$ cat config.mk
export PLATFORM = sky130hd
export DESIGN_NAME = scalar_kalman_smoother_flat
export DESIGN_NICKNAME = d
export VERILOG_FILES = /design/src/rtl/core/skf_pkg.sv /design/src/rtl/core/skf_in_if.sv /design/src/rtl/core/skf_out_if.sv /design/src/rtl/core/skf_div.sv /design/src/rtl/core/skf_mac.sv /design/src/rtl/core/scalar_kalman_smoother.sv /design/src/flat_wrapper.sv
export SDC_FILE = /design/constraint.sdc
export NUM_CORES = 2
export LEC_CHECK = 0
export BUFFER_PORTS_ARGS = -buffer_cell sky130_fd_sc_hd__buf_4
export CAP_MARGIN = 10
export CORE_ASPECT_RATIO = 0.5
export CORE_MARGIN = 2
export CORE_UTILIZATION = 55
export CTS_CLUSTER_SIZE = 24
export DETAILED_ROUTE_END_ITERATION = 10
export PLACE_DENSITY = 0.72
export SLEW_MARGIN = 20
export SYNTH_ARGS = -nofsm -noshare
export SYNTH_HDL_FRONTEND = slang
export SYNTH_SLANG_ARGS = --single-unit
$ cat constraint.sdc
create_clock -name i_clk -period 12.7 [get_ports i_clk]
set_clock_uncertainty 0.15 [all_clocks]
set_input_delay 1.27 -clock i_clk [delete_from_list [all_inputs] [get_ports i_clk]]
set_output_delay 1.27 -clock i_clk [all_outputs]
set_load 0.01 [all_outputs]
$ cat src/rtl/core/skf_pkg.sv
// skf_pkg.sv: types, widths and constants of the scalar Kalman smoother.
// No dependencies; used by the interfaces, the divider, the multiplier, the top level and the checker.
package skf_pkg;

    // Field and datapath widths.
    localparam int unsigned DATA_W     = 32;
    localparam int unsigned FRAC_W     = 24;
    localparam int unsigned GAIN_W     = FRAC_W + 1;
    localparam int unsigned DIV_STEPS  = GAIN_W;
    localparam int unsigned DIV_CNT_W  = $clog2(DIV_STEPS);
    localparam int unsigned MAC_DIG_W  = 16;
    localparam int unsigned MAC_DIGITS = DATA_W / MAC_DIG_W;
    localparam int unsigned MAC_CNT_W  = (MAC_DIGITS > 1) ? $clog2(MAC_DIGITS) : 1;
    localparam int unsigned PROD_W     = 2 * DATA_W;
    // Q16.16 step times Q8.24 noise is Q24.40; this shift brings it to Q24.24.
    localparam int unsigned NOISE_SH   = 16;
    localparam int unsigned NTERM_W    = PROD_W - NOISE_SH;
    localparam int unsigned ESUM_W     = NTERM_W + 1;

    typedef logic signed [DATA_W-1:0] t_sample;
    typedef logic [DATA_W-1:0]        t_q24;
    typedef logic [GAIN_W-1:0]        t_gain;
    typedef logic [DATA_W:0]          t_den;
    typedef logic [PROD_W-1:0]        t_prod;
    typedef logic [NTERM_W-1:0]       t_nterm;
    typedef logic [1:0]               t_cfg_idx;

    // Unity gain in Q1.24.
    localparam t_gain ONE_Q24 = {1'b1, {FRAC_W{1'b0}}};

    // Configuration register indexes.
    localparam t_cfg_idx REG_MEAS_ERR   = 2'd0;
    localparam t_cfg_idx REG_INIT_ERR   = 2'd1;
    localparam t_cfg_idx REG_PROC_NOISE = 2'd2;

    // Reset values of the registers.
    localparam t_q24 MEAS_ERR_RST   = 32'd335544;
    localparam t_q24 INIT_ERR_RST   = 32'd167772;
    localparam t_q24 PROC_NOISE_RST = 32'd33554;

    // Request to the gain divider.
    typedef struct packed {
        logic start;
        t_q24 num;
        t_den den;
    } t_div_req;

    // Request to the shared multiply-accumulate unit.
    typedef struct packed {
        logic start;
        t_q24 mcand;
        t_q24 mplier;
    } t_mac_req;

endpackage

$ cat src/rtl/core/skf_in_if.sv
// skf_in_if.sv: request channel carrying one signed Q16.16 sensor sample.
// Depends on skf_pkg for the sample type.
interface skf_in_if;
    import skf_pkg::*;

    logic    valid;
    logic    ready;
    t_sample sample;

    modport source (output valid, output sample, input ready);
    modport sink   (input valid, input sample, output ready);
endinterface

$ cat src/rtl/core/skf_out_if.sv
// skf_out_if.sv: result channel carrying estimate, gain and estimate error.
// Depends on skf_pkg for the field types.
interface skf_out_if;
    import skf_pkg::*;

    logic    valid;
    logic    ready;
    t_sample estimate;
    t_gain   gain;
    t_q24    error_estimate;

    modport source (output valid, output estimate, output gain, output error_estimate,
                    input ready);
    modport sink   (input valid, input estimate, input gain, input error_estimate,
                    output ready);
endinterface

$ cat src/rtl/core/skf_div.sv
// skf_div.sv: restoring divider forming the Q1.24 gain num * 2^24 / den, one bit a cycle.
// Depends on skf_pkg. The caller guarantees num <= den and den != 0.
module skf_div (
    input  logic              i_clk,
    input  logic              i_rst_n,
    input  skf_pkg::t_div_req i_req,
    output logic              o_done,
    output skf_pkg::t_gain    o_quot
);
    import skf_pkg::*;

    logic [DATA_W+1:0]    r_rem;
    logic [DATA_W+1:0]    n_rem;
    logic [DATA_W+1:0]    rem_sub;
    t_den                 r_den;
    t_gain                r_quot;
    t_gain                n_quot;
    logic [DIV_CNT_W-1:0] r_cnt;
    logic                 r_busy;
    logic                 r_done;
    logic                 take;

    // One compare-and-subtract step; the remainder always stays below the divisor.
    always_comb begin
        rem_sub = r_rem - {1'b0, r_den};
        take    = (r_rem >= {1'b0, r_den});
        n_rem   = take ? rem_sub : r_rem;
        n_quot  = {r_quot[GAIN_W-2:0], take};
    end

    // Step counter and completion flag.
    always_ff @(posedge i_clk) begin
        if (!i_rst_n) begin
            r_busy <= 1'b0;
            r_done <= 1'b0;
            r_cnt  <= '0;
        end else begin
            if (i_req.start) begin
                r_busy <= 1'b1;
                r_done <= 1'b0;
                r_cnt  <= '0;
            end else if (r_busy) begin
                if (r_cnt == DIV_CNT_W'(DIV_STEPS - 1)) begin
                    r_busy <= 1'b0;
                end
                r_done <= (r_cnt == DIV_CNT_W'(DIV_STEPS - 1));
                r_cnt  <= r_cnt + DIV_CNT_W'(1);
            end else begin
                r_done <= 1'b0;
            end
        end
    end

    // Remainder and quotient shift registers.
    always_ff @(posedge i_clk) begin
        if (i_req.start) begin
            r_rem  <= {2'b00, i_req.num};
            r_den  <= i_req.den;
            r_quot <= '0;
        end else if (r_busy) begin
            r_rem  <= {n_rem[DATA_W:0], 1'b0};
            r_quot <= n_quot;
        end
    end

    assign o_done = r_done;
    assign o_quot = r_quot;
endmodule

$ cat src/rtl/core/skf_mac.sv
// skf_mac.sv: shared 32 x 32 multiplier built from a 32 x 16 array and an accumulator.
// Depends on skf_pkg. One 16-bit digit of the multiplier is consumed each cycle.
module skf_mac (
    input  logic              i_clk,
    input  logic              i_rst_n,
    input  skf_pkg::t_mac_req i_req,
    output logic              o_done,
    output skf_pkg::t_prod    o_prod
);
    import skf_pkg::*;

    t_q24                          r_a;
    t_q24                          r_b;
    t_prod                         r_acc;
    logic [MAC_CNT_W-1:0]          r_cnt;
    logic                          r_busy;
    logic                          r_done;
    logic [DATA_W+MAC_DIG_W-1:0]   part;
    t_prod                         part_sh;

    // Partial product of the current digit, aligned to its weight.
    always_comb begin
        part    = r_a * r_b[MAC_DIG_W-1:0];
        part_sh = t_prod'(part) << (MAC_DIG_W * r_cnt);
    end

    // Digit counter and completion flag.
    always_ff @(posedge i_clk) begin
        if (!i_rst_n) begin
            r_busy <= 1'b0;
            r_done <= 1'b0;
            r_cnt  <= '0;
        end else begin
            if (i_req.start) begin
                r_busy <= 1'b1;
                r_done <= 1'b0;
                r_cnt  <= '0;
            end else if (r_busy) begin
                if (r_cnt == MAC_CNT_W'(MAC_DIGITS - 1)) begin
                    r_busy <= 1'b0;
                end
                r_done <= (r_cnt == MAC_CNT_W'(MAC_DIGITS - 1));
                r_cnt  <= r_cnt + MAC_CNT_W'(1);
            end else begin
                r_done <= 1'b0;
            end
        end
    end

    // Operand registers and accumulator.
    always_ff @(posedge i_clk) begin
        if (i_req.start) begin
            r_a   <= i_req.mcand;
            r_b   <= i_req.mplier;
            r_acc <= '0;
        end else if (r_busy) begin
            r_b   <= r_b >> MAC_DIG_W;
            r_acc <= r_acc + part_sh;
        end
    end

    assign o_done = r_done;
    assign o_prod = r_acc;
endmodule

$ cat src/rtl/core/scalar_kalman_smoother.sv
// Scalar Kalman smoother: one-dimensional adaptive filter for a Q16.16 sensor stream.
// Channels: i_smp takes one sample request (valid/ready); o_res returns the new
// estimate, the gain used and the updated estimate error, one result per sample.
// Configuration: i_cfg_we writes i_cfg_data to register i_cfg_index (0 measurement
// error, 1 initial estimate error, written straight into the running error, 2 process
// noise). Write only while the block is idle; other indexes are ignored.
// Sequence: a sample is accepted only in the idle state, so the block takes no new
// sample until the last one is finished. Each sample goes through the 25-step gain
// divider and then three passes through the shared multiplier; when the gain
// denominator is zero the divider is skipped.
// Stalls: the result sits in an output register; the block accepts the next sample
// while it waits, but cannot complete that sample until the result is taken.
// Reset (synchronous, active low): registers return to their defaults, the estimate
// clears to zero and the running error loads the default initial estimate error.
// Depends on skf_pkg, skf_in_if, skf_out_if, skf_div and skf_mac.
module scalar_kalman_smoother (
    input  logic              i_clk,
    input  logic              i_rst_n,
    skf_in_if.sink            i_smp,
    skf_out_if.source         o_res,
    input  logic              i_cfg_we,
    input  skf_pkg::t_cfg_idx i_cfg_index,
    input  skf_pkg::t_q24     i_cfg_data
);
    import skf_pkg::*;

    typedef enum logic [2:0] {
        S_IDLE,
        S_PREP,
        S_DIV,
        S_GAIN,
        S_STEP,
        S_KEEP,
        S_NOISE,
        S_FIN
    } t_state;

    t_state     r_state;
    t_q24       r_meas;
    t_q24       r_noise;
    t_sample    r_prior;
    t_q24       r_err;
    logic       r_out_valid;
    t_sample    r_out_est;
    t_gain      r_out_gain;
    t_q24       r_out_err;

    t_sample    r_sample;
    logic       r_neg;
    t_q24       r_mag;
    t_gain      r_gain;
    t_q24       r_step;
    t_q24       r_keep;
    t_nterm     r_nterm;

    logic [DATA_W:0] sub_sp;
    logic [DATA_W:0] sub_ps;
    t_den            den;
    logic            diff_neg;
    t_q24            diff_mag;
    logic [ESUM_W-1:0] err_sum;
    t_q24            err_sat;
    t_q24            est_next;
    logic            out_free;

    t_div_req   div_req;
    logic       div_done;
    t_gain      div_quot;
    t_mac_req   mac_req;
    logic       mac_done;
    t_prod      mac_prod;

    // Difference from the prior estimate, its sign and magnitude, and the gain denominator.
    always_comb begin
        sub_sp   = {r_sample[DATA_W-1], r_sample} - {r_prior[DATA_W-1], r_prior};
        sub_ps   = {r_prior[DATA_W-1], r_prior} - {r_sample[DATA_W-1], r_sample};
        diff_neg = sub_sp[DATA_W];
        diff_mag = diff_neg ? sub_ps[DATA_W-1:0] : sub_sp[DATA_W-1:0];
        den      = {1'b0, r_err} + {1'b0, r_meas};
    end

    // Final error sum with saturation, and the estimate moved toward the sample.
    always_comb begin
        err_sum  = ESUM_W'(r_keep) + ESUM_W'(r_nterm);
        err_sat  = (err_sum[ESUM_W-1:DATA_W] != '0) ? '1 : err_sum[DATA_W-1:0];
        est_next = r_neg ? t_sample'(t_q24'(r_prior) - r_step)
                         : t_sample'(t_q24'(r_prior) + r_step);
        out_free = !r_out_valid || o_res.ready;
    end

    // Requests to the divider and to the shared multiplier.
    always_comb begin
        div_req.start = (r_state == S_PREP) && (den != '0);
        div_req.num   = r_err;
        div_req.den   = den;

        mac_req.start  = 1'b0;
        mac_req.mcand  = r_mag;
        mac_req.mplier = t_q24'(r_gain);
        case (r_state)
            S_GAIN: begin
                mac_req.start  = 1'b1;
            end
            S_STEP: begin
                mac_req.start  = mac_done;
                mac_req.mcand  = r_err;
                mac_req.mplier = t_q24'(ONE_Q24 - r_gain);
            end
            S_KEEP: begin
                mac_req.start  = mac_done;
                mac_req.mcand  = r_step;
                mac_req.mplier = r_noise;
            end
            default: begin
                mac_req.start  = 1'b0;
            end
        endcase
    end

    skf_div u_div (
        .i_clk   (i_clk),
        .i_rst_n (i_rst_n),
        .i_req   (div_req),
        .o_done  (div_done),
        .o_quot  (div_quot)
    );

    skf_mac u_mac (
        .i_clk   (i_clk),
        .i_rst_n (i_rst_n),
        .i_req   (mac_req),
        .o_done  (mac_done),
        .o_prod  (mac_prod)
    );

    // Sequencer, filter state, configuration registers and result register.
    always_ff @(posedge i_clk) begin
        if (!i_rst_n) begin
            r_state     <= S_IDLE;
            r_out_valid <= 1'b0;
            r_meas      <= MEAS_ERR_RST;
            r_noise     <= PROC_NOISE_RST;
            r_prior     <= '0;
            r_err       <= INIT_ERR_RST;
        end else begin
            if (r_out_valid && o_res.ready && (r_state != S_FIN)) begin
                r_out_valid <= 1'b0;
            end
            case (r_state)
                S_IDLE: begin
                    if (i_smp.valid) begin
                        r_state <= S_PREP;
                    end
                end
                S_PREP: begin
                    r_state <= (den == '0) ? S_GAIN : S_DIV;
                end
                S_DIV: begin
                    if (div_done) begin
                        r_state <= S_GAIN;
                    end
                end
                S_GAIN: begin
                    r_state <= S_STEP;
                end
                S_STEP: begin
                    if (mac_done) begin
                        r_state <= S_KEEP;
                    end
                end
                S_KEEP: begin
                    if (mac_done) begin
                        r_state <= S_NOISE;
                    end
                end
                S_NOISE: begin
                    if (mac_done) begin
                        r_state <= S_FIN;
                    end
                end
                S_FIN: begin
                    if (out_free) begin
                        r_prior     <= est_next;
                        r_err       <= err_sat;
                        r_out_valid <= 1'b1;
                        r_out_est   <= est_next;
                        r_out_gain  <= r_gain;
                        r_out_err   <= err_sat;
                        r_state     <= S_IDLE;
                    end
                end
                default: begin
                    r_state <= S_IDLE;
                end
            endcase
            // The user writes registers only while the block is idle; nothing enforces it.
            if (i_cfg_we) begin
                case (i_cfg_index)
                    REG_MEAS_ERR:   r_meas  <= i_cfg_data;
                    REG_INIT_ERR:   r_err   <= i_cfg_data;
                    REG_PROC_NOISE: r_noise <= i_cfg_data;
                    default: begin
                    end
                endcase
            end
        end
    end

    // Working registers of the current sample.
    always_ff @(posedge i_clk) begin
        if (r_state == S_IDLE && i_smp.valid) begin
            r_sample <= i_smp.sample;
        end
        if (r_state == S_PREP) begin
            r_neg <= diff_neg;
            r_mag <= diff_mag;
            if (den == '0) begin
                r_gain <= '0;
            end
        end
        if (r_state == S_DIV && div_done) begin
            r_gain <= div_quot;
        end
        if (r_state == S_STEP && mac_done) begin
            r_step <= mac_prod[FRAC_W +: DATA_W];
        end
        if (r_state == S_KEEP && mac_done) begin
            r_keep <= mac_prod[FRAC_W +: DATA_W];
        end
        if (r_state == S_NOISE && mac_done) begin
            r_nterm <= mac_prod[NOISE_SH +: NTERM_W];
        end
    end

    assign i_smp.ready          = (r_state == S_IDLE);
    assign o_res.valid          = r_out_valid;
    assign o_res.estimate       = r_out_est;
    assign o_res.gain           = r_out_gain;
    assign o_res.error_estimate = r_out_err;
endmodule

$ cat src/flat_wrapper.sv
// flat-port wrapper written by rule: the top's interface ports become plain ports
module scalar_kalman_smoother_flat import skf_pkg::*;
  (i_clk, i_rst_n, i_cfg_we, i_cfg_index, i_cfg_data, i_smp_valid, i_smp_sample, i_smp_ready, o_res_valid, o_res_estimate, o_res_gain, o_res_error_estimate, o_res_ready);
  skf_in_if i_smp_i ();
  skf_out_if o_res_i ();
  input  logic i_clk;
  input  logic i_rst_n;
  input  logic i_cfg_we;
  input  skf_pkg::t_cfg_idx i_cfg_index;
  input  skf_pkg::t_q24 i_cfg_data;
  input wire logic [$bits(i_smp_i.valid)-1:0] i_smp_valid;
  input wire logic [$bits(i_smp_i.sample)-1:0] i_smp_sample;
  output wire logic [$bits(i_smp_i.ready)-1:0] i_smp_ready;
  output wire logic [$bits(o_res_i.valid)-1:0] o_res_valid;
  output wire logic [$bits(o_res_i.estimate)-1:0] o_res_estimate;
  output wire logic [$bits(o_res_i.gain)-1:0] o_res_gain;
  output wire logic [$bits(o_res_i.error_estimate)-1:0] o_res_error_estimate;
  input wire logic [$bits(o_res_i.ready)-1:0] o_res_ready;
  assign i_smp_i.valid = i_smp_valid;
  assign i_smp_i.sample = i_smp_sample;
  assign i_smp_ready = i_smp_i.ready;
  assign o_res_valid = o_res_i.valid;
  assign o_res_estimate = o_res_i.estimate;
  assign o_res_gain = o_res_i.gain;
  assign o_res_error_estimate = o_res_i.error_estimate;
  assign o_res_i.ready = o_res_ready;
  scalar_kalman_smoother u_core (.i_clk(i_clk), .i_rst_n(i_rst_n), .i_smp(i_smp_i), .o_res(o_res_i), .i_cfg_we(i_cfg_we), .i_cfg_index(i_cfg_index), .i_cfg_data(i_cfg_data));
endmodule
# Word level (Yosys, flattened, before mapping)
# Index checks and enable logic that the tools add are counted.
# classes
n_eq_ne,17
mul,1
order_cmp,1
n_reduce_logical,30
muxes,34
shift,1
bitwise_logic,3
addsub,11
# op_table
cell,n
two-way mux 32 bit,11
one-hot mux 64 bit (2 select lines),1
two-way mux 25 bit,3
adder 64 bit,1
left shift 48 x 5 -> 64 bit,1
subtractor 32 bit,2
adder 32 x 48 -> 49 bit,1
multiplier 32 x 16 -> 48 bit,1
>= comparator 34 x 33 -> 1 bit,1
adder 32 x 32 -> 33 bit,1
zero test 33 bit,1
two-way mux 33 bit,1
nonzero test 33 bit,1
subtractor 32 x 32 -> 33 bit,1
subtractor 33 bit,1
adder 32 bit,1
subtractor 25 x 25 -> 26 bit (first input constant),1
one-hot mux 3 bit (8 select lines),1
two-way mux 3 bit,6
nonzero test 17 bit,1
== test 3 bit (second input constant),4
two-way mux 1 bit,10
inequality test 2 bit (second input constant),5
logical AND 1 bit,8
21 further kinds,33
# word_totals
output_inout_bits,91
register_bits,653
input_bits,71
wordCells,127

# Longest topological paths before layout
# depth
depth_word,7
mapped_depth,41
mapped_depth_nobuf,39

# Hierarchy
# Synthesis repeated with hierarchy kept, for this count alone.
# unflattened
cells_unflattened,6132
area_unflattened_um2,55981.2
# by_module_without_submodules
mod,instances,seq_area_each_um2,area_per_inst_um2,cells_per_inst
scalar_kalman_smoother,1,11380.9,25176.6,2671
skf_mac,1,3263.1,24931.4,2858
skf_div,1,2632.5,5873.1,603

# Worst setup path after synthesis
# No wires, ideal clock.
# synth_path
path_type,register to register
startpoint,reg u_core.u_mac.r_b[9]
endpoint,"reg u_core.u_mac.r_acc[63], in the netlist u_core.u_mac.o_prod[63]"
t_required_ns,12.438
setup_time_ns,0.112
period_less_slack_ns,9.065
arrival_time_ns,8.803
slack_ns,3.635
stages_incl_launch_ff,39
path_buffers,2
cell_sequence,edfxtp_1 -> clkbuf_1 -> nand2_1 -> fa_1 -> inv_1 -> fa_1 -> inv_1 -> fa_1 -> inv_1 -> fa_1 -> fa_1 -> inv_1 -> fa_1 -> inv_1 -> ha_1 -> and3_1 -> and3b_1 -> nand3_1 -> [3 not listed] -> o21ba_2 -> o21bai_1 -> xor2_1 -> mux2_2 -> ha_1 -> clkbuf_1 -> a21o_1 -> a21o_1 -> a21o_1 -> a21o_1 -> a211oi_1 -> a21boi_0 -> a21oi_1 -> o31ai_1 -> a221oi_1 -> xnor2_1 -> a21o_1 -> nand2_1
# synth_via
elab_chain_cells,3
# synth_lines
element,line_no,text
start: declaration,skf_mac.sv:13,t_q24 r_b;
start signal: assignment,skf_mac.sv:54,r_b <= i_req.mplier;
start signal: assignment,skf_mac.sv:57,r_b <= r_b >> MAC_DIG_W;
multiplier 32 x 16 -> 48 bit,skf_mac.sv:23,part = r_a * r_b[MAC_DIG_W-1:0];
left shift 48 x 5 -> 64 bit,skf_mac.sv:24,part_sh = t_prod'(part) << (MAC_DIG_W * r_cnt);
adder 64 bit,skf_mac.sv:58,r_acc <= r_acc + part_sh;
end signal: assignment,skf_mac.sv:58,
end: declaration,skf_mac.sv:14,t_prod r_acc;
# Every way passes these cells.
# A chain may end at the register's enable or synchronous reset.

# Final worst setup path
# layout_path
startpoint,reg u_core.u_mac.r_b[3]
endpoint,"reg u_core.u_mac.r_acc[63], in the netlist u_core.u_mac.o_prod[63]"
# Same word-level chain as after synthesis.

==> metrics.txt <==
# TYPE chip_impl_metric gauge
chip_impl_metric{name="place.gp.congestion",unit=""} 1.05
chip_impl_metric{name="die_y_extent",unit="microns"} 227
chip_impl_metric{name="rrSetupSlack",unit="ns"} 1.68
chip_impl_metric{name="maxSlewViolCount",unit=""} 0
chip_impl_metric{name="die_area",unit="sq um"} 103000
chip_impl_metric{name="nets",unit=""} 6867
chip_impl_metric{name="ctsHoldBuffers",unit=""} 0
chip_impl_metric{name="yosysWarnings",unit=""} 0
chip_impl_metric{name="cts_inserted_buffers",unit=""} 66
chip_impl_metric{name="r2r_cells",unit=""} 37
chip_impl_metric{name="tritoncts_num_sinks",unit=""} 653
chip_impl_metric{name="dr.first_iter.drc_count",unit=""} 5577
chip_impl_info{name="outcome",value="complete, no violations"} 1
chip_impl_metric{name="maxClockFrequency",unit="GHz"} 0.0908
chip_impl_metric{name="layout-drive-gt1-share",unit=""} 0.0729
chip_impl_metric{name="drc_errors",unit=""} 0
chip_impl_metric{name="fin_tns_setup",unit="ns"} 0
chip_impl_metric{name="drt.antenna.violating_nets",unit=""} 0
chip_impl_metric{name="drt_first_pass_iters",unit=""} 6
chip_impl_metric{name="route.detailed.wl_per_inst",unit="microns"} 25.4
chip_impl_metric{name="areaGrowthSynthToFinish",unit="%"} 8.70
chip_impl_info{name="cts_tree",value="yes"} 1
chip_impl_metric{name="initial_utilization",unit=""} 0.559
chip_impl_info{name="ys_dominant_reg_cell",value="edfxtp_1"} 1
chip_impl_metric{name="grt_start_max_net_pins",unit=""} 96
chip_impl_metric{name="vias_per_cell",unit=""} 6.18
chip_impl_metric{name="io_pins",unit=""} 162
chip_impl_metric{name="setup_viol",unit=""} 0
chip_impl_metric{name="synth_sequential_area_ratio",unit=""} 0.315
chip_impl_metric{name="fp.coreArea",unit="sq um"} 98300
chip_impl_metric{name="antenna_found_initial",unit=""} 25
chip_impl_metric{name="critPathArrivalTime",unit="ns"} 11.47
chip_impl_info{name="crit_path_category",value="reg -> reg"} 1
chip_impl_info{name="cp-end-kind",value="flip-flop"} 1
chip_impl_metric{name="synth.net_count",unit=""} 6857
chip_impl_info{name="endpoint",value="u_core.u_mac.o_prod[63]$_SDFFE_PP0P_"} 1
chip_impl_metric{name="syn_avg_cell_area",unit="sq um"} 9.18
chip_impl_metric{name="num_rows",unit=""} 81
chip_impl_metric{name="clk_transition_reported_paths",unit="ns"} 0.08
chip_impl_metric{name="dp_hpwl",unit="microns"} 146000
chip_impl_info{name="worstSetupStartpointType",value="flip-flop"} 1
chip_impl_metric{name="grt_pass1_vias",unit=""} 44000
chip_impl_metric{name="chipWidth",unit="microns"} 451
chip_impl_metric{name="netlist.area_leader.share",unit=""} 0.230
chip_impl_info{name="post_synth_main_area_contributors",value="edfxtp_1 (23%), fa_1 (15%), ha_1 (8.6%)"} 1
chip_impl_info{name="crit-reg2reg-capture",value="u_core.u_mac.o_prod[63]$_SDFFE_PP0P_"} 1
chip_impl_info{name="cts_root_buf",value="clkbuf_16"} 1
chip_impl_info{name="hold_class",value="reg -> reg"} 1
chip_impl_metric{name="worst_slew_margin_rel",unit=""} 0.180
chip_impl_metric{name="grt_util_all_layers",unit=""} 0.367
chip_impl_metric{name="routed_wl",unit="microns"} 188000
chip_impl_metric{name="worst-endpoint-required",unit="ns"} 13.15
chip_impl_metric{name="max_capacitance_violation_count",unit=""} 0
chip_impl_info{name="setup_repair_after_global_routing_missed_its_margin",value="no"} 1
chip_impl_info{name="critical_path.slowest_cell",value="edfxtp_1"} 1
chip_impl_metric{name="cts-htree-levels",unit=""} 3
chip_impl_metric{name="cp_max_fo",unit=""} 19
chip_impl_metric{name="critical_path.max_stage_delay",unit="ns"} 0.88
chip_impl_metric{name="timing.final.crit_share",unit=""} 0.867
chip_impl_metric{name="post-cts-setup-buffers",unit=""} 0
chip_impl_metric{name="skew_pair_late_insertion_delay",unit="ns"} 0.69
chip_impl_metric{name="portBuffers",unit=""} 161
chip_impl_metric{name="synth_async_sr_flop_share",unit=""} 0
chip_impl_metric{name="cp_num_cells",unit=""} 37
chip_impl_metric{name="synth_seq_cells",unit=""} 653
chip_impl_info{name="timing.rr.start",value="u_core.u_mac.r_b[3]$_DFFE_PP_"} 1
chip_impl_info{name="critical-path-top-delay-family",value="compound AO/OA/AOI/OAI gates"} 1
chip_impl_metric{name="timing.final.crit_period",unit="ns"} 11.02
chip_impl_info{name="crit_path_start",value="u_core.u_mac.r_b[3]$_DFFE_PP_"} 1
chip_impl_metric{name="via_count",unit=""} 45700
chip_impl_info{name="synth_area_leader_cell",value="edfxtp_1"} 1
chip_impl_metric{name="clock_path_buffers",unit=""} 3
chip_impl_metric{name="synth.cell_area",unit="sq um"} 54900
chip_impl_metric{name="global_route_wire_length_before_repair",unit="microns"} 280000
chip_impl_metric{name="cts_repair_resize_count",unit=""} 0
chip_impl_metric{name="sum_of_buffers_and_inverters_on_the_critical_path",unit=""} 4
chip_impl_metric{name="grt.overflow.total",unit=""} 0
chip_impl_metric{name="timing.final.hold_violations",unit=""} 0
chip_impl_metric{name="number_of_enable_flip_flop_cells_after_synthesis",unit=""} 420
chip_impl_metric{name="worstMarginPinSlew",unit="ns"} 1.22
chip_impl_metric{name="synthCells",unit=""} 5983
chip_impl_metric{name="netlist-cell-type-count",unit=""} 90
worst register-to-register path: cells and delay by family, from the launching register on:
family                   cells  cell delay [ns]
AND/OR/NAND/NOR              5             0.65
AO/OA/AOI/OAI               18             4.62
flip-flops                   1             0.88
buffers and inverters        4             0.57
adder cells (fa/ha/maj)      8             3.73
XOR/XNOR                     2             0.34
state kept, by name (all words and copies together), names as in the netlist, 3 cells and up:
name and count:
u_core.o_res.error_estimate 32, u_core.o_res.estimate 32, u_core.o_res.gain 25, u_core.r_err 32, u_core.r_gain 25, u_core.r_keep 32
u_core.r_mag 32, u_core.r_meas 32, u_core.r_noise 32, u_core.r_nterm 48, u_core.r_prior 32, u_core.r_sample 32
u_core.r_state 3, u_core.r_step 32, u_core.u_div.o_quot 25, u_core.u_div.r_cnt 5, u_core.u_div.r_den 33, u_core.u_div.r_rem 34
u_core.u_mac.o_prod 64, u_core.u_mac.r_a 32, u_core.u_mac.r_b 32
per-layer routing:
metal,track usage,vias up,share of wire
met5,0,-,0.00067
met4,0.127,18,0.040
met3,0.169,432,0.15
met2,0.511,2654,0.40
met1,0.500,22300,0.41
li1,-,20300,-
synthesized netlist by cell type (48+ instances only):
cell type and n:
inv_1 657, a21o_1 165, mux2i_1 123, xor2_1 102, o21ai_0 250, mux2_2 48, xnor2_1 175, o21a_1 48
ha_1 378, dfxtp_1 233, nor2_1 390, and2_1 276, nand2_1 807, fa_1 425, a21oi_1 438, nand3_1 81
edfxtp_1 420, nor3_1 69, clkbuf_1 252
worst min path at each step:
| stage | startpoint | depth (start not counted) | slack (ns) | end |
|---|---|---|---|---|
| global placement | u_core.r_noise[2]$_SDFFE_PN0P_ | 2 | 0.29 | u_core.r_noise[2]$_SDFFE_PN0P_ |
| detailed placement | u_core.r_noise[11]$_SDFFE_PN0P_ | 2 | 0.30 | u_core.r_noise[11]$_SDFFE_PN0P_ |
| global route | u_core.u_mac.o_prod[22]$_SDFFE_PP0P_ | 0 | 0.31 | u_core.r_nterm[6]$_DFFE_PP_ |
| CTS | u_core.u_mac.o_prod[22]$_SDFFE_PP0P_ | 0 | 0.31 | u_core.r_nterm[6]$_DFFE_PP_ |
| floorplan | u_core.u_mac.o_prod[63]$_SDFFE_PP0P_ | 0 | 0.28 | u_core.r_nterm[47]$_DFFE_PP_ |
| finish | u_core.u_mac.o_prod[22]$_SDFFE_PP0P_ | 0 | 0.31 | u_core.r_nterm[6]$_DFFE_PP_ |
logic make-up after synthesis:
logic type,synth area share
buffers and inverters,0.0650
adder cells (fa/ha/maj),0.241
flip-flops,0.315
XOR/XNOR,0.0442
AO/OA/AOI/OAI,0.143
multiplexers,0.0323
AND/OR/NAND/NOR,0.160
cells in the final DEF (no fill, tap or decap), drive strengths merged, types with 80 or more instances in the layout:
| cell type | instances |
|---|---|
| a21o | 165 |
| o21ai | 253 |
| mux2i | 123 |
| nor2 | 390 |
| nand2 | 808 |
| and2 | 277 |
| ha | 378 |
| inv | 668 |
| xor2 | 102 |
| xnor2 | 175 |
| buf | 224 |
| edfxtp | 420 |
| dfxtp | 233 |
| fa | 425 |
| clkbuf | 80 |
| a21oi | 440 |
| nand3 | 81 |
through the flow:
step | worst slack [ns] | utilization | cell area [sq um] | hold slack, ns | std cells
2_1_floorplan | 3.63 | - | 54900 | 0.281 | 5983
3_3_place_gp | 2.02 | 0.582 | 57200 | 0.293 | 7250
3_5_place_dp | 1.87 | 0.582 | 57200 | 0.301 | 7251
4_1_cts | 1.85 | 0.607 | 59600 | 0.309 | 7372
5_1_grt | 1.15 | 0.607 | 59700 | 0.310 | 7376
6_report | 1.68 | 0.607 | 59700 | 0.308 | 7390
final cells by class:
class                      count  area, sq um
clock buffer                  80         1820
fill                        8414        38600
sequential                   653        17300
timing repair buffer         224         1700
inverter                     661         2490
tap                         1328         1660
clock inverter                41          582
antenna                       16         40.0
multi-input combinational   4387        34100
Power is left out: the tool's default activity adds up to more than one toggle a clock period on the data nets, which glitch-free logic cannot reach.
